<file path="src/rtl/rssp_pkg.sv">
// Shared types, constants and the duty lookup of the reversing soft-start PWM sequencer.
package rssp_pkg;

    localparam int unsigned COUNT_W = 16;
    localparam int unsigned LEVEL_W = 4;
    localparam int unsigned DUTY_W  = 8;
    localparam int unsigned PHASE_W = 3;
    localparam int unsigned CFG_IDX_W = 1;

    localparam logic [COUNT_W-1:0] RAMP_STEP_RESET = 16'd500;
    localparam logic [COUNT_W-1:0] RUN_RESET       = 16'd5000;
    localparam logic [COUNT_W-1:0] COUNT_MAX       = 16'hFFFF;

    localparam logic [LEVEL_W-1:0] START_LEVEL = 4'd2;
    localparam logic [LEVEL_W-1:0] TOP_LEVEL   = 4'd8;
    localparam logic [DUTY_W-1:0]  FULL_DUTY   = 8'd255;

    // Configuration register indexes.
    localparam logic [CFG_IDX_W-1:0] REG_RAMP_STEP = 1'd0;
    localparam logic [CFG_IDX_W-1:0] REG_RUN       = 1'd1;

    // Step within one direction; the top phase bit selects the direction.
    localparam logic [1:0] STEP_START = 2'd0;
    localparam logic [1:0] STEP_UP    = 2'd1;
    localparam logic [1:0] STEP_RUN   = 2'd2;
    localparam logic [1:0] STEP_DOWN  = 2'd3;

    typedef struct packed {
        logic [COUNT_W-1:0] ramp_step_ms;
        logic [COUNT_W-1:0] run_ms;
    } cfg_t;

    typedef struct packed {
        logic [DUTY_W-1:0]  duty_forward;
        logic [DUTY_W-1:0]  duty_reverse;
        logic [PHASE_W-1:0] phase;
    } result_t;

    // Duty for a ramp level: 32 * level - 1, limited to full duty, and zero at level zero.
    function automatic logic [DUTY_W-1:0] level_duty(input logic [LEVEL_W-1:0] level);
        logic [DUTY_W-1:0] d;
        if (level == '0)
        begin
            d = '0;
        end
        else if (level >= TOP_LEVEL)
        begin
            d = FULL_DUTY;
        end
        else
        begin
            d = {level[2:0] - 3'd1, 5'b11111};
        end
        return d;
    endfunction

endpackage

</file>
<file path="src/rtl/rssp_in_if.sv">
// Input channel: one tick word per handshake.
interface rssp_in_if;
    logic valid;
    logic ready;
    logic tick;

    modport source (output valid, output tick, input ready);
    modport sink (input valid, input tick, output ready);
endinterface

</file>
<file path="src/rtl/rssp_out_if.sv">
// Output channel: duties and phase after each evaluation.
interface rssp_out_if;
    logic       valid;
    logic       ready;
    logic [7:0] duty_forward;
    logic [7:0] duty_reverse;
    logic [2:0] phase;

    modport source (output valid, output duty_forward, output duty_reverse, output phase,
                    input ready);
    modport sink (input valid, input duty_forward, input duty_reverse, input phase,
                  output ready);
endinterface

</file>
<file path="src/rtl/rssp_cfg.sv">
// Configuration registers: ramp step and full-duty run times.
module rssp_cfg
(
    input  logic                           clk,
    input  logic                           rst_n,
    input  logic                           cfg_we,
    input  logic [rssp_pkg::CFG_IDX_W-1:0] cfg_index,
    input  logic [rssp_pkg::COUNT_W-1:0]   cfg_wdata,
    output rssp_pkg::cfg_t                 cfg
);
    import rssp_pkg::*;

    cfg_t cfg_reg;
    cfg_t cfg_next;

    always_comb
    begin
        cfg_next = cfg_reg;
        if (cfg_we)
        begin
            unique case (cfg_index)
                REG_RAMP_STEP: cfg_next.ramp_step_ms = cfg_wdata;
                REG_RUN:       cfg_next.run_ms       = cfg_wdata;
                default:       cfg_next = cfg_reg;
            endcase
        end
    end

    always_ff @(posedge clk or negedge rst_n)
    begin
        if (!rst_n)
        begin
            cfg_reg.ramp_step_ms <= RAMP_STEP_RESET;
            cfg_reg.run_ms       <= RUN_RESET;
        end
        else
        begin
            cfg_reg <= cfg_next;
        end
    end

    assign cfg = cfg_reg;

endmodule

</file>
<file path="src/rtl/rssp_core.sv">
// Sequencer state and its single-pass update for one accepted word.
module rssp_core
(
    input  logic              clk,
    input  logic              rst_n,
    input  logic              advance,
    input  logic              tick,
    input  rssp_pkg::cfg_t    cfg,
    output rssp_pkg::result_t state
);
    import rssp_pkg::*;

    logic [PHASE_W-1:0] phase_reg, phase_next;
    logic [LEVEL_W-1:0] level_reg, level_next;
    logic [COUNT_W-1:0] ramp_reg, ramp_next;
    logic [COUNT_W-1:0] run_reg, run_next;
    logic [DUTY_W-1:0]  fwd_reg, fwd_next;
    logic [DUTY_W-1:0]  rev_reg, rev_next;

    logic [COUNT_W-1:0] ramp_cnt;
    logic [COUNT_W-1:0] run_cnt;
    logic [LEVEL_W-1:0] level_tmp;
    logic [DUTY_W-1:0]  duty_val;
    logic [PHASE_W-1:0] phase_inc;

    always_comb
    begin
        // Elapsed counters saturate, so a limit of all ones is never exceeded.
        ramp_cnt = (tick && ramp_reg != COUNT_MAX) ? ramp_reg + 16'd1 : ramp_reg;
        run_cnt  = (tick && run_reg != COUNT_MAX) ? run_reg + 16'd1 : run_reg;
        phase_inc = phase_reg + 3'd1;

        phase_next = phase_reg;
        level_next = level_reg;
        ramp_next  = ramp_cnt;
        run_next   = run_cnt;
        fwd_next   = fwd_reg;
        rev_next   = rev_reg;
        level_tmp  = level_reg;
        duty_val   = '0;

        unique case (phase_reg[1:0])
            STEP_START:
            begin
                run_next   = '0;
                ramp_next  = '0;
                level_next = START_LEVEL;
                phase_next = phase_inc;
            end
            STEP_UP:
            begin
                if (ramp_cnt > cfg.ramp_step_ms)
                begin
                    ramp_next = '0;
                    level_tmp = level_reg + 4'd1;
                end
                duty_val   = level_duty(level_tmp);
                level_next = level_tmp;
                if (level_tmp >= TOP_LEVEL)
                begin
                    duty_val   = FULL_DUTY;
                    level_next = '0;
                    run_next   = '0;
                    phase_next = phase_inc;
                end
            end
            STEP_RUN:
            begin
                if (run_cnt > cfg.run_ms)
                begin
                    run_next   = '0;
                    ramp_next  = '0;
                    level_next = TOP_LEVEL;
                    phase_next = phase_inc;
                end
            end
            STEP_DOWN:
            begin
                if (ramp_cnt > cfg.ramp_step_ms)
                begin
                    ramp_next = '0;
                    level_tmp = level_reg - 4'd1;
                end
                duty_val   = level_duty(level_tmp);
                level_next = level_tmp;
                if (level_tmp < START_LEVEL)
                begin
                    duty_val   = '0;
                    level_next = '0;
                    run_next   = '0;
                    phase_next = phase_inc;
                end
            end
            default:
            begin
                phase_next = phase_reg;
            end
        endcase

        // Ramping steps drive the duty of the active direction only.
        if (phase_reg[1:0] == STEP_UP || phase_reg[1:0] == STEP_DOWN)
        begin
            if (phase_reg[2])
            begin
                rev_next = duty_val;
            end
            else
            begin
                fwd_next = duty_val;
            end
        end
    end

    always_ff @(posedge clk or negedge rst_n)
    begin
        if (!rst_n)
        begin
            phase_reg <= '0;
            level_reg <= '0;
            ramp_reg  <= '0;
            run_reg   <= '0;
            fwd_reg   <= '0;
            rev_reg   <= '0;
        end
        else if (advance)
        begin
            phase_reg <= phase_next;
            level_reg <= level_next;
            ramp_reg  <= ramp_next;
            run_reg   <= run_next;
            fwd_reg   <= fwd_next;
            rev_reg   <= rev_next;
        end
    end

    assign state.duty_forward = fwd_reg;
    assign state.duty_reverse = rev_reg;
    assign state.phase        = phase_reg;

endmodule

</file>
<file path="src/rtl/reversing_soft_start_pwm_sequencer.sv">
// Latency: the result word for an input word is valid in the cycle after it is accepted.
// Throughput: one word per cycle; the state registers double as the output register and
// advance only when the previous result is taken, or in the same cycle as it is taken.
// Reset: asynchronous and active low; the sequencer restarts at phase 0 with both duties
// at zero, ramp step 500 ms and run time 5000 ms, and no result is pending.
module reversing_soft_start_pwm_sequencer
(
    input  logic                           clk,
    input  logic                           rst_n,
    input  logic                           cfg_we,
    input  logic [rssp_pkg::CFG_IDX_W-1:0] cfg_index,
    input  logic [rssp_pkg::COUNT_W-1:0]   cfg_wdata,
    rssp_in_if.sink                        in_ch,
    rssp_out_if.source                     out_ch
);
    import rssp_pkg::*;

    cfg_t    cfg;
    result_t state;
    logic    out_valid_reg;
    logic    out_valid_next;
    logic    accept;

    // A new word may enter when no result is pending or the pending result leaves in the same cycle.
    assign in_ch.ready = !out_valid_reg || out_ch.ready;
    assign accept      = in_ch.valid && in_ch.ready;

    rssp_cfg u_cfg
    (
        .clk       (clk),
        .rst_n     (rst_n),
        .cfg_we    (cfg_we),
        .cfg_index (cfg_index),
        .cfg_wdata (cfg_wdata),
        .cfg       (cfg)
    );

    rssp_core u_core
    (
        .clk     (clk),
        .rst_n   (rst_n),
        .advance (accept),
        .tick    (in_ch.tick),
        .cfg     (cfg),
        .state   (state)
    );

    always_comb
    begin
        out_valid_next = out_valid_reg;
        if (accept)
        begin
            out_valid_next = 1'b1;
        end
        else if (out_ch.ready)
        begin
            out_valid_next = 1'b0;
        end
    end

    always_ff @(posedge clk or negedge rst_n)
    begin
        if (!rst_n)
        begin
            out_valid_reg <= 1'b0;
        end
        else
        begin
            out_valid_reg <= out_valid_next;
        end
    end

    assign out_ch.valid        = out_valid_reg;
    assign out_ch.duty_forward = state.duty_forward;
    assign out_ch.duty_reverse = state.duty_reverse;
    assign out_ch.phase        = state.phase;

endmodule

</file>
<file path="src/flat_wrapper.sv">
// flat-port wrapper written by rule: the top's interface ports become plain ports
module reversing_soft_start_pwm_sequencer_flat import rssp_pkg::*;
  (clk, rst_n, cfg_we, cfg_index, cfg_wdata, in_ch_valid, in_ch_tick, in_ch_ready, out_ch_valid, out_ch_duty_forward, out_ch_duty_reverse, out_ch_phase, out_ch_ready);
  rssp_in_if in_ch_i ();
  rssp_out_if out_ch_i ();
  input  logic clk;
  input  logic rst_n;
  input  logic cfg_we;
  input  logic [rssp_pkg::CFG_IDX_W-1:0] cfg_index;
  input  logic [rssp_pkg::COUNT_W-1:0] cfg_wdata;
  input wire logic [$bits(in_ch_i.valid)-1:0] in_ch_valid;
  input wire logic [$bits(in_ch_i.tick)-1:0] in_ch_tick;
  output wire logic [$bits(in_ch_i.ready)-1:0] in_ch_ready;
  output wire logic [$bits(out_ch_i.valid)-1:0] out_ch_valid;
  output wire logic [$bits(out_ch_i.duty_forward)-1:0] out_ch_duty_forward;
  output wire logic [$bits(out_ch_i.duty_reverse)-1:0] out_ch_duty_reverse;
  output wire logic [$bits(out_ch_i.phase)-1:0] out_ch_phase;
  input wire logic [$bits(out_ch_i.ready)-1:0] out_ch_ready;
  assign in_ch_i.valid = in_ch_valid;
  assign in_ch_i.tick = in_ch_tick;
  assign in_ch_ready = in_ch_i.ready;
  assign out_ch_valid = out_ch_i.valid;
  assign out_ch_duty_forward = out_ch_i.duty_forward;
  assign out_ch_duty_reverse = out_ch_i.duty_reverse;
  assign out_ch_phase = out_ch_i.phase;
  assign out_ch_i.ready = out_ch_ready;
  reversing_soft_start_pwm_sequencer u_core (.clk(clk), .rst_n(rst_n), .cfg_we(cfg_we), .cfg_index(cfg_index), .cfg_wdata(cfg_wdata), .in_ch(in_ch_i), .out_ch(out_ch_i));
endmodule
</file>
<file path="config.mk">
export PLATFORM = sky130hd
export DESIGN_NAME = reversing_soft_start_pwm_sequencer_flat
export DESIGN_NICKNAME = d
export VERILOG_FILES = /design/src/rtl/rssp_pkg.sv /design/src/rtl/rssp_in_if.sv /design/src/rtl/rssp_out_if.sv /design/src/rtl/rssp_cfg.sv /design/src/rtl/rssp_core.sv /design/src/rtl/reversing_soft_start_pwm_sequencer.sv /design/src/flat_wrapper.sv
export SDC_FILE = /design/constraint.sdc
export NUM_CORES = 1
export LEC_CHECK = 0
export BUFFER_PORTS_ARGS = -buffer_cell sky130_fd_sc_hd__buf_4
export CAP_MARGIN = 30
export CORE_MARGIN = 1
export CORE_UTILIZATION = 30
export CTS_BUF_LIST = sky130_fd_sc_hd__clkbuf_2
export CTS_CLUSTER_SIZE = 16
export DETAILED_ROUTE_END_ITERATION = 12
export MAX_ROUTING_LAYER = met4
export PLACE_DENSITY_LB_ADDON = 0.2
export SLEW_MARGIN = 0
export SYNTH_ARGS = -nofsm -noshare
export SYNTH_HDL_FRONTEND = slang
export SYNTH_SLANG_ARGS = --single-unit
</file>
<file path="constraint.sdc">
create_clock -name clk -period 7.69 [get_ports clk]
set_input_delay 0.3845 -clock clk [delete_from_list [all_inputs] [get_ports clk]]
set_output_delay 0.3845 -clock clk [all_outputs]
set_load 0.05 [all_outputs]
</file>
After elaboration in Yosys (flattened, before gate mapping)
Index checks and enable logic that the tools add are counted.
{"block": "totals", "output_inout_bits": 21, "mem_count": 0, "latchBits": 0, "romBits": 0, "word_cells": 77, "ramBits": 0, "reg_bits": 88}
{"block": "classes", "n_mux": 29, "bitwise": 2, "shift": 0, "mul": 0, "n_reduce_logical": 17, "n_div": 0, "n_eq_ne": 8, "add_sub_neg": 7, "n_lt_le_gt_ge": 5}
{"op": "$mux W16", "count": 7}
{"op": "$pmux W16 S4", "count": 1}
{"op": "$pmux W16 S3", "count": 1}
{"op": "$mux W8", "count": 5}
{"op": "$add A16 B1 Y16 const B", "count": 2}
{"op": "$gt A16 B16 Y1", "count": 2}
{"op": "$ne A16 B16 Y1 const B", "count": 2}
{"op": "$mux W4", "count": 7}
{"op": "$pmux W4 S4", "count": 1}
{"op": "$pmux W8 S2", "count": 1}
{"op": "$pmux W3 S4", "count": 1}
{"op": "$mux W3", "count": 3}
{"op": "$ge A4 B4 Y1 const B", "count": 2}
{"op": "$logic_not A4 Y1", "count": 2}
{"op": "$ne A2 B2 Y1 const B", "count": 3}
{"op": "$reduce_and A2 Y1", "count": 3}
{"op": "$reduce_and A3 Y1", "count": 2}
{"op": "$sub A3 B1 Y3 const B", "count": 2}
{"op": "$add A4 B1 Y4 const B", "count": 1}
{"op": "$eq A2 B2 Y1 const B", "count": 2}
{"op": "$lt A4 B2 Y1 const B", "count": 1}
{"op": "$reduce_and A4 Y1", "count": 1}
{"op": "$sub A4 B1 Y4 const B", "count": 1}
{"op": "$add A3 B1 Y3 const B", "count": 1}
{"op": "other kinds (9)", "count": 14}

Logic depth before layout (Yosys ltp)
Gate-level depths: netlist of run 1.
{"block": "logic_depth", "word_depth": 11, "ltp_mapped": 19}

Hierarchy
From an unflattened synthesis of run 1, not the netlist that was laid out.
{"block": "unflattened", "cells_unflattened": 595, "hier_area_um2": 5564.1}
{"module": "rssp_core", "area_per_inst_um2": 4244.1, "n_inst": 1, "seq_area_each_um2": 1176.1, "cells_per_inst": 522}
{"module": "rssp_cfg", "area_per_inst_um2": 1266.2, "n_inst": 1, "seq_area_each_um2": 814.5, "cells_per_inst": 69}
{"module": "reversing_soft_start_pwm_sequencer", "area_per_inst_um2": 53.8, "n_inst": 1, "seq_area_each_um2": 25.0, "cells_per_inst": 4}

Worst setup path after synthesis of run 1
No wires, ideal clock.
{"block": "synth_timing", "path_kind": "reg-to-reg", "startpoint": "register u_core.u_core.ramp_reg[11]", "endpoint": "register u_core.u_core.run_reg[12]", "path_slack_ns": 2.981, "arrival_time_ns": 4.588, "setup_time_ns": 0.121, "n_path_buf": 2, "t_required_ns": 7.569, "path_stages_with_launch": 19, "path_cell_list": "dfrtp_1 -> and3_1 -> nand3_1 -> o31ai_1 -> nor2_1 -> and3_1 -> and3b_1 -> xor2_1 -> ha_1 -> nand4_2 -> or4_4 -> or2_1 -> buf_6 -> o31a_4 -> mux2i_4 -> a311oi_4 -> buf_6 -> o21ai_1 -> a22o_1"}
{"block": "synth_between", "elab_chain_len": 9, "elab_cells_between_ends": 14, "cone_classes": "add/sub: 1; order compare: 3; eq/ne: 1; mux: 8; reduce/logical: 1"}
{"item": "start, declared", "line": "rssp_core.sv:15", "rtl": "logic [COUNT_W-1:0] ramp_reg, ramp_next;"}
{"item": "start signal, assigned", "line": "rssp_core.sv:129", "rtl": "ramp_reg <= ramp_next;"}
{"item": "branches (longest 2 deep; another with $add A16 B1 Y16)"}
{"item": "$mux W16 *", "line": "rssp_core.sv:29", "rtl": "ramp_cnt = (tick && ramp_reg != COUNT_MAX) ? ramp_reg + 16'd1 : ramp_reg;"}
{"item": "$gt A16 B16 Y1 *", "line": "rssp_core.sv:52, rssp_core.sv:79"}
{"item": "$mux W4 (on tied branches)", "line": "rssp_core.sv:79, rssp_core.sv:52"}
{"item": "$mux W4", "line": "rssp_core.sv:42", "rtl": "unique case (phase_reg[1:0])"}
{"item": "$lt A4 B2 Y1 or $ge A4 B4 Y1 (tied branches)", "line": "rssp_core.sv:86, rssp_core.sv:59"}
{"item": "$mux W16 (on tied branches)", "line": "rssp_core.sv:86, rssp_core.sv:59"}
{"item": "$pmux W16 S4 *", "line": "rssp_core.sv:42"}
{"item": "end signal, assigned", "line": "rssp_core.sv:130", "rtl": "run_reg <= run_next;"}
{"item": "end, declared", "line": "rssp_core.sv:16", "rtl": "logic [COUNT_W-1:0] run_reg, run_next;"}
Every way passes the cells marked *. The select of a mux whose other input is x is not followed.
A chain may end at the register's enable or synchronous reset.

Worst setup path in the final report of run 1
{"block": "layout_timing", "startpoint": "register u_core.u_core.ramp_reg[4]", "endpoint": "register u_core.u_core.run_reg[15]"}
The elaborated chain is that of the path after synthesis.

==> impl_results.md, run 1 <==
* Fmax at 180.6 MHz
* Final Total Pwr at 1.526 mW
* Post-layout min period at between 5000 and 6000 ps
* TritonCTS Buffers at 9
* Post-detail-place hpwl at roughly 10000 µm
* Max Buffers Root-to-Sink at 2
* Antenna-violating nets left at 0
* Endpoints failing setup at 0
* Met3 track demand over resource at 3.030%
* Max-slew violation count at 0
* Net Sw Frac at 46.62%
* Crit end category: flop
* Worst Hold Endpoint: u_core.out_ch.valid$_DFFE_PN0P_
* P_leak at 2.932 nW
* Detailed Route Iter0 Violations at around 270
* Outcome: finished clean
* Post-synthesis sequential area ratio at 37.59%
* Clock-pin slew on the worst setup and hold paths at around 240 ps
* Max-cap violation count at 0
* Max reg flops at 32
* Initial Util at 30.90%
* CTS tree: built
* Initial antenna violation count at 0
* I/O Pins at 44
* Mapped cell area at 0.005363 mm²
* Hold buffers post-CTS at 18
* Fraction of registers with async set/reset at 100.0%
* Gate power share at 48.0%
* Post-route cell area at 0.006153 mm²
* Synth warn at 0
* Syn nets at 646
* DRC Markers at 0
* Tcrit/Tclk final at 71.99%
* Pre-CTS setup slack at roughly 2200 ps
* Pre-Repair DR Iteration Count at 5
* First-pass GRT wire length at 22540 µm
* Filler Cell Count at 1759
* Commonest non-fill, non-tap cell in the layout: nand2_1
* Power per cell area at ~250 mW/mm²
* CTS Sinks at 80
* Cts repair resizes at 0
* Die height at 135.7 µm
* Vias in the first global route at 4405
* Std cell rows at 48
* Final Hold Slack at 109.1 ps
* Unique masters post-synth at 61
* RSZ-0062 raised after global routing: false
* DP Cell Count at 822
* Final worst slack at 2154 ps
* Setup TNS at 0 ps
* Commonest non-fill, non-tap cells in the layout: 75 x nand2_1, 69 x dfrtp_1, 44 x buf_4
* Gp weighted congestion at 0.8600
* Final #Nets at slightly below 700
* Routed WL per cell at 15.95 µm
* Instance count of the mapped netlist at 583
* Critical Path RT at 8170 ps
* Setup bufs post-CTS at 0
* Clk root buf: clkbuf_2
* Rel. slew slack at 36.09%
* Crit Reg-Reg Endpoint: u_core.u_core.run_reg[15]$_DFFE_PN0P_
* Reg area at 0.002016 mm²
* Post-layout util at 35.45%
* Net Sw Power at 0.7116 mW
* Busiest layer in global routing: met2
* Maximum VDD drop at approximately 0.16 mV
* Placed cell area at 0.005839 mm²
* Final Hold Fails at 0
* Crit path DAT at about 6000 ps
* Largest cells by area after synthesis: dfrtp_1 32%, ha_1 9.3%, dfstp_2 5.4%, nand2_1 5.2%, mux2_2 5.0%
* GR Layer Usage met2 at 26.02%
* Post-synth EDFFs at 0
* Core area at 0.01736 mm²
* Fin cells at 857
* Startpoint Class: flop
* Path depth of the worst reg2reg path at 16
* Share of cells above drive strength 1 at 17.09%
* Die area at 0.01841 mm²
* M1 GR Usage at about a fifth
* Remaining global-route overflow at 0
* Clk_lat worst skew at ~580 ps
* Clock Power Share at between 10% and 20%
* Diodes inserted at 0
* Ys flop type: dfrtp_1
* Hold crit path type: input port to flop
* Area delta synth->final at 14.75%
* Seq pwr share at 36.1%
* Hold Crit Depth at 3
* Synth top area share at 32.20%
* Total track usage at 16.53%
* Yosys reg bits at 80
* Setup CP Type: flop to flop
* Post-Syn Area per Cell at between 9 and 10 µm²
* Largest net degree at the start of global routing at 48
* WL final at 13670 µm
* Int Power at 0.8148 mW
* Htree depth at 3
* DR vias at 4329
* R2r startpoint: u_core.u_core.ramp_reg[4]$_DFFE_PN0P_
* Final clock skew at 38.16 ps
* Area of the multi-input gates at 0.003030 mm²
* Chip width at 135.7 µm
* FF-to-FF setup slack at 2150 ps
* Port bufs at 43
* Slew of the pin with the lowest slew margin at 950.5 ps
* Hold_sp: out_ch_ready
* Critical-path maximum fanout at 18
* Post-DR vias/cell at between 5 and 6
* Area leader, netlist: dfrtp_1
-- worst max-delay path, cell delays in order, from the launching register on --
cell and delay (ps):
dfrtp_1 500, and3_1 220, nand2_1 100, o31ai_1 690
nor2_1 170, and3_1 290, and3b_1 230, xor2_1 150
ha_1 330, nand4_2 160, or4_4 590, or2_1 330
o31a_4 220, mux2i_4 240, a311oi_4 780, o21ai_0 170
a22o_1 260
-- Yosys cell counts, types with 4 or more instances --
cell type / number
dfrtp_1: 69
a22o_1: 10
dfstp_2: 11
nor3_1: 15
xnor2_1: 19
ha_1: 40
nor2_1: 29
buf_4: 8
mux2_2: 24
xor2_1: 12
o211ai_1: 6
nand2b_1: 9
inv_1: 41
nand3_1: 18
and2_1: 4
o21ai_0: 34
a21oi_1: 20
and4_1: 4
nor2b_1: 10
and3_1: 10
nand4_1: 14
a21o_1: 16
nand2_1: 75
or3_1: 4
clkbuf_1: 18
a32o_1: 8
-- layout make-up --
cell class | count | area share, %
Inverter | 41 | 2.501
Multi-Input combinational cell | 431 | 49.25
Timing Repair Buffer | 64 | 8.987
Clock buffer | 10 | 0.8133
Sequential cell | 80 | 32.76
Tap cell | 225 | 4.575
Clock inverter | 6 | 1.118
-- cell families after synthesis --
group	after synthesis	share of synthesized area (%)
buffers and inverters	72	5.949
DFF	80	37.59
adders and majority gates	40	9.333
AOI/OAI and AO/OA	128	17.24
and+or+nand+nor	204	18.81
xor gates and xnor gates	31	5.063
muxes	28	6.020
-- worst max path at each step --
| stage | from | to | slack [ps] | cells past startpoint |
|---|---|---|---|---|
| 2_1_floorplan | u_core.u_core.ramp_reg[11]$_DFFE_PN0P_ | u_core.u_core.run_reg[12]$_DFFE_PN0P_ | 2980 | 18 |
| 3_3_place_gp | u_core.u_core.ramp_reg[11]$_DFFE_PN0P_ | u_core.u_core.run_reg[15]$_DFFE_PN0P_ | 2280 | 16 |
| 3_5_place_dp | u_core.u_core.ramp_reg[11]$_DFFE_PN0P_ | u_core.u_core.run_reg[14]$_DFFE_PN0P_ | 2190 | 16 |
| 4_1_cts | u_core.u_core.ramp_reg[12]$_DFFE_PN0P_ | u_core.u_core.run_reg[15]$_DFFE_PN0P_ | 2140 | 16 |
| 5_1_grt | u_core.u_core.ramp_reg[4]$_DFFE_PN0P_ | u_core.u_core.run_reg[15]$_DFFE_PN0P_ | 1770 | 16 |
| 6_report | u_core.u_core.ramp_reg[4]$_DFFE_PN0P_ | u_core.u_core.run_reg[15]$_DFFE_PN0P_ | 2150 | 16 |
-- layer usage --
metal / vias to the layer above / wire [µm]
li1: 2153 / -
met1: 2097 / 6617
met2: 64 / 6431
met3: 15 / 386
met4: 0 / 237
met5: - / 0
-- power by group through the flow --
stage               registers [mW]  logic [mW]  clock network, mW
CTS                          0.551       0.736              0.257
finish                       0.550       0.732              0.244
global route                 0.562       0.794              0.274
detailed placement           0.559       0.727                  0
floorplan                    0.627       0.474                  0
global placement             0.558       0.708                  0
Note: power is estimated with default switching activity, not from simulation.
==> run 2: changes to the inputs <==
clock period = 5.25 ns   (was 7.69 ns; I/O delays follow)
==> impl_results.md, run 2 (same netlist as run 1, synthesis figures left out) <==
* Rel. slew slack at 46.43% (+10 points)
* Total track usage at 16.17% (-0.36 points)
* Diodes inserted at 0 (unchanged)
* Final clock skew at 30.63 ps (-7.529 ps)
* Largest net degree at the start of global routing at 48 (unchanged)
* Hold_sp: cfg_index
* Int Power at 1.210 mW (+48%)
* Gate power share at 48.0% (about the same)
* Routed WL per cell at 15.62 µm (-2.1%)
* CTS tree: built
* Max Buffers Root-to-Sink at 2 (unchanged)
* Worst Hold Endpoint: u_core.u_cfg.cfg[18]$_DFFE_PN1P_
* Initial antenna violation count at 0 (unchanged)
* Post-DR vias/cell at 4.998 (-1.1%)
* Critical Path RT at 5770 ps (-2400 ps)
* Hold Crit Depth at 5 (+2)
* Detailed Route Iter0 Violations at 243 (-9.3%)
* Final Total Pwr at 2.253 mW (+48%)
* P_leak at 2.975 nW (+1.5%)
* Crit end category: flop
* CTS Sinks at 80 (unchanged)
* Critical-path maximum fanout at 14 (-4)
* Pre-Repair DR Iteration Count at 5 (unchanged)
* Net Sw Frac at 46.30% (-0.32 points)
* Clk_lat worst skew at 590 ps (about the same)
* Path depth of the worst reg2reg path at 16 (unchanged)
* Commonest non-fill, non-tap cell in the layout: nand2_1
* TritonCTS Buffers at 9 (unchanged)
* Post-layout min period at 4907 ps (-628.8 ps)
* Setup TNS at 0 ps (unchanged)
* Outcome: finished clean
* Hold buffers post-CTS at 26 (+8)
* WL final at 13580 µm (-0.70%)
* Std cell rows at 48 (unchanged)
* Final #Nets at 702 (+1.7%)
* Htree depth at 3 (unchanged)
* Die height at 135.7 µm (unchanged)
* First-pass GRT wire length at 22150 µm (-1.7%)
* Setup bufs post-CTS at 0 (unchanged)
* Clock Power Share at 16.1% (about the same)
* Cts repair resizes at 0 (unchanged)
* FF-to-FF setup slack at 340 ps (-1810 ps)
* Chip width at 135.7 µm (unchanged)
* Die area at 0.01841 mm² (unchanged)
* RSZ-0062 raised after global routing: false
* Fmax at 203.8 MHz (+13%)
* Core area at 0.01736 mm² (unchanged)
* Reg area at 0.002016 mm² (unchanged)
* Net Sw Power at 1.043 mW (+47%)
* Startpoint Class: flop
* Area delta synth->final at 16.85%
* Share of cells above drive strength 1 at 17.24% (+0.15 points)
* Setup CP Type: flop to flop
* Clk root buf: clkbuf_2
* Crit Reg-Reg Endpoint: u_core.u_core.ramp_reg[11]$_DFFE_PN0P_
* Antenna-violating nets left at 0 (unchanged)
* Initial Util at 30.90% (unchanged)
* Gp weighted congestion at 0.8316 (-3.3%)
* Slew of the pin with the lowest slew margin at 796.7 ps (-153.8 ps)
* Tcrit/Tclk final at 93.47% (+21 points)
* DP Cell Count at 827 (+0.61%)
* Seq pwr share at 35.9% (-0.2 points)
* Commonest non-fill, non-tap cells in the layout: 75 x nand2_1, 69 x dfrtp_1, 48 x buf_4
* I/O Pins at 44 (unchanged)
* Area of the multi-input gates at 0.003030 mm² (unchanged)
* Post-detail-place hpwl at 10180 µm (-1.7%)
* DRC Markers at 0 (unchanged)
* Crit path DAT at 5430 ps (-590 ps)
* Max reg flops at 32 (unchanged)
* Max-slew violation count at 0 (unchanged)
* Fin cells at 869 (+1.4%)
* Maximum VDD drop at 0.2542 mV (+55%)
* Vias in the first global route at 4339 (-1.5%)
* Filler Cell Count at 1740 (-1.1%)
* Final Hold Fails at 0 (unchanged)
* Hold crit path type: input port to flop
* Port bufs at 43 (unchanged)
* Remaining global-route overflow at 0 (unchanged)
* Max-cap violation count at 0 (unchanged)
* DR vias at 4343 (+0.32%)
* Endpoints failing setup at 0 (unchanged)
* Clock-pin slew on the worst setup and hold paths at 250 ps (about the same)
* Power per cell area at 359.5 mW/mm² (+45%)
* R2r startpoint: u_core.u_core.ramp_reg[11]$_DFFE_PN0P_
==> run 2: area by class of cell <==
type / count / area share (%)
Tap cell: 225 / 4.493
Multi-Input combinational cell: 431 / 48.36
Inverter: 41 / 2.456
Timing Repair Buffer: 76 / 10.58
Clock inverter: 7 / 1.218
Sequential cell: 80 / 32.17
Clock buffer: 9 / 0.7188
==> run 2: stage by stage <==
| stage | setup WS [ps] | util, % | instance area [µm²] | hold WS (ps) |
|---|---|---|---|---|
| floorplan | 541.3 | - | 5363 | -33.09 |
| global placement | 492.9 | 33.66 | 5842 | 473.5 |
| detailed placement | 424.5 | 33.90 | 5884 | 266.8 |
| CTS | 359.8 | 36.10 | 6266 | 50.83 |
| global route | 14.29 | 36.10 | 6266 | 95.74 |
| finish | 343.0 | 36.10 | 6266 | 112.9 |
==> run 2: worst max-delay path by stage <==
stage	startpoint	to	slack [ps]	depth (start not counted)
6_report	u_core.u_core.ramp_reg[11]$_DFFE_PN0P_	u_core.u_core.ramp_reg[11]$_DFFE_PN0P_	340	16
3_5_place_dp	u_core.u_core.ramp_reg[11]$_DFFE_PN0P_	u_core.u_core.ramp_reg[11]$_DFFE_PN0P_	420	16
3_3_place_gp	u_core.u_core.ramp_reg[11]$_DFFE_PN0P_	u_core.u_core.ramp_reg[12]$_DFFE_PN0P_	490	16
2_1_floorplan	u_core.u_core.ramp_reg[11]$_DFFE_PN0P_	u_core.u_core.run_reg[12]$_DFFE_PN0P_	540	18
4_1_cts	u_core.u_core.ramp_reg[11]$_DFFE_PN0P_	u_core.u_core.ramp_reg[11]$_DFFE_PN0P_	360	16
5_1_grt	u_core.u_core.ramp_reg[10]$_DFFE_PN0P_	u_core.u_core.ramp_reg[11]$_DFFE_PN0P_	10	16
==> run 2: worst max-delay path: stages (launching register included) <==
cell and delay [ps]:
dfrtp_1 500, and3_1 230, nand3_1 120, o31ai_1 330
nor2_1 130, and3_1 260, and3b_1 230, xor2_1 150
ha_1 330, nand4_2 150, or4_4 580, or2_1 320
o31a_4 210, o211ai_2 430, nand2_1 380, or3_1 410
o211ai_1 100
==> run 2: power by group through the flow <==
stage | clock network (mW) | logic (mW) | registers [mW]
after global routing | 0.407 | 1.18 | 0.826
final | 0.363 | 1.08 | 0.809
after CTS | 0.379 | 1.09 | 0.810
after floorplan | 0 | 0.695 | 0.918
after detailed placement | 0 | 1.07 | 0.820
after global placement | 0 | 1.05 | 0.816
==> run 2: metal layers <==
metal	vias up	wire length, µm	global-route usage (%)
li1	2175	-	-
met1	2097	6655	21.09
met2	57	6385	25.40
met3	14	380	2.918
met4	0	154	4.806
met5	-	0	-
==> run 3: changes to the inputs <==
MAX_ROUTING_LAYER = unset   (was met4)
SKIP_CTS_REPAIR_TIMING = 1   (was unset)
==> impl_results.md, run 3 (same netlist as run 1, synthesis figures left out) <==
* Outcome: finished, violations left
* Failing checks: hold timing
* DRC Markers at 0 (unchanged)
* Port bufs at 43 (unchanged)
* Slew of the pin with the lowest slew margin at 901.8 ps (+105.1 ps)
* Max reg flops at 32 (unchanged)
* FF-to-FF setup slack at 420 ps (+80 ps)
* Std cell rows at 48 (unchanged)
* Fmax at 207.1 MHz (+1.6%)
* Clock-pin slew on the worst setup and hold paths at 260 ps (about the same)
* Post-DR vias/cell at 5.080 (+1.7%)
* Critical-path maximum fanout at 14 (unchanged)
* Max-cap violation count at 0 (unchanged)
* Htree depth at 3 (unchanged)
* Area delta synth->final at 17.13%
* Crit Reg-Reg Endpoint: u_core.u_core.ramp_reg[11]$_DFFE_PN0P_
* Critical Path RT at 5780 ps (about the same)
* Share of cells above drive strength 1 at 17.36% (+0.13 points)
* WL final at 13650 µm (+0.51%)
* Final Hold Fails at 1 (+1)
* Tcrit/Tclk final at 91.96% (-1.5 points)
* Rel. slew slack at 39.37% (-7.1 points)
* Remaining global-route overflow at 0 (unchanged)
* Chip width at 135.7 µm (unchanged)
* Clk root buf: clkbuf_2
* Routed WL per cell at 15.65 µm (+0.16%)
* R2r startpoint: u_core.u_core.ramp_reg[11]$_DFFE_PN0P_
* Pre-Repair DR Iteration Count at 4 (-1)
* Startpoint Class: flop
* Max Buffers Root-to-Sink at 2 (unchanged)
* Final clock skew at 28.21 ps (-2.425 ps)
* Maximum VDD drop at 0.2575 mV (+1.3%)
* Final #Nets at 703 (+0.14%)
* Setup CP Type: flop to flop
* Initial antenna violation count at 1 (+1)
* Setup TNS at 0 ps (unchanged)
* Initial Util at 30.90% (unchanged)
* DR vias at 4430 (+2.0%)
* Vias in the first global route at 4228 (-2.6%)
* Clk_lat worst skew at 610 ps (+20 ps)
* Gp weighted congestion at 0.8189 (-1.5%)
* Max-slew violation count at 0 (unchanged)
* Core area at 0.01736 mm² (unchanged)
* TritonCTS Buffers at 9 (unchanged)
* Crit path DAT at 5360 ps (-70 ps)
* Wire length on met3 at 395 µm (+3.9%)
* Largest net degree at the start of global routing at 48 (unchanged)
* Final Hold Slack at -3.264 ps (-116.2 ps)
* Crit end category: flop
* Die height at 135.7 µm (unchanged)
* Commonest non-fill, non-tap cell in the layout: nand2_1
* Commonest non-fill, non-tap cells in the layout: 74 x nand2_1, 69 x dfrtp_1, 48 x buf_4
* Die area at 0.01841 mm² (unchanged)
* Crit path to: u_core.u_core.ramp_reg[11]$_DFFE_PN0P_
* Antenna-violating nets left at 0 (unchanged)
* Detailed Route Iter0 Violations at 240 (-1.2%)
* CTS Sinks at 80 (unchanged)
* Endpoints failing setup at 0 (unchanged)
* Post-layout min period at 4828 ps (-79.27 ps)
* Post-detail-place hpwl at 10180 µm (about the same)
* Placed cell area at 0.005884 mm² (unchanged)
* Path depth of the worst reg2reg path at 16 (unchanged)
* P_leak at 2.980 nW (+0.19%)
* Routed wl met2 at 6375 µm (-0.16%)
* CTS tree: built
* Hold crit path type: input port to flop
* First-pass GRT wire length at 21890 µm (-1.2%)
* Power per cell area at 360.5 mW/mm² (+0.28%)
* I/O Pins at 44 (unchanged)
* Post-route cell area at 0.006281 mm² (+0.24%)
* Total track usage at 15.61% (-0.56 points)
* Met1 WL at 6616 µm (-0.59%)
* RSZ-0062 raised after global routing: false
* Highest Signal Layer: met4
* Beginning of the critical path: u_core.u_core.ramp_reg[11]$_DFFE_PN0P_
[run 3: through the flow]
stage               util [%]  total power [mW]  std cells  setup slack (ps)
floorplan                  -             1.612        583             541.3
global placement       33.66             1.863        825             516.6
detailed placement     33.90             1.897        827             364.9
CTS                    34.59             2.270        843             317.3
global route           36.19             2.419        872             70.76
finish                 36.19             2.264        872             422.3
[run 3: cell type report]
cell class | count | area (µm²)
Fill cell | 1759 | 11080
Antenna cell | 2 | 5.005
Timing Repair Buffer | 77 | 673.1
Tap cell | 225 | 281.5
Multi-Input combinational cell | 431 | 3033
Sequential cell | 80 | 2016
Inverter | 41 | 153.9
Clock inverter | 6 | 68.82
Clock buffer | 10 | 50.05
[run 3: how the worst min path moves through the flow]
stage / start / end / slack, ps / depth (start not counted)
final: cfg_index / u_core.u_cfg.cfg[26]$_DFFE_PN0P_ / -3 / 4
after global routing: cfg_index / u_core.u_cfg.cfg[26]$_DFFE_PN0P_ / -9 / 4
after CTS: rst_n / u_core.u_cfg.cfg[19]$_DFFE_PN0P_ / -450 / 1
after detailed placement: rst_n / u_core.u_cfg.cfg[19]$_DFFE_PN0P_ / 260 / 1
after global placement: cfg_wdata[3] / u_core.u_cfg.cfg[19]$_DFFE_PN0P_ / 470 / 3
after floorplan: rst_n / u_core.out_ch.valid$_DFFE_PN0P_ / -30 / 0
[run 3: per-layer routing]
metal / vias to the layer above / global-route usage [%]
met4: 0 / 5.868
met5: - / 0
met1: 2145 / 20.80
met3: 21 / 2.993
met2: 77 / 24.89
li1: 2187 / -
[run 3: critical path, cell delays in order (launching register included)]
cell and delay (ps):
dfrtp_1 490, and3_1 220, nand3_1 130, o31ai_1 320, nor2_1 120, and3_1 260
and3b_1 230, xor2_1 150, ha_1 320, nand4_2 150, or4_4 580, or2_1 330
o31a_4 210, o211ai_2 490, nand2_2 280, or3_1 370, o211ai_1 90
[run 3: report_power, final]
group	internal, mW	switching (mW)
Clock	0.115	0.248
Sequential	0.716	0.0908
Combinational	0.379	0.715
Total	1.21	1.05
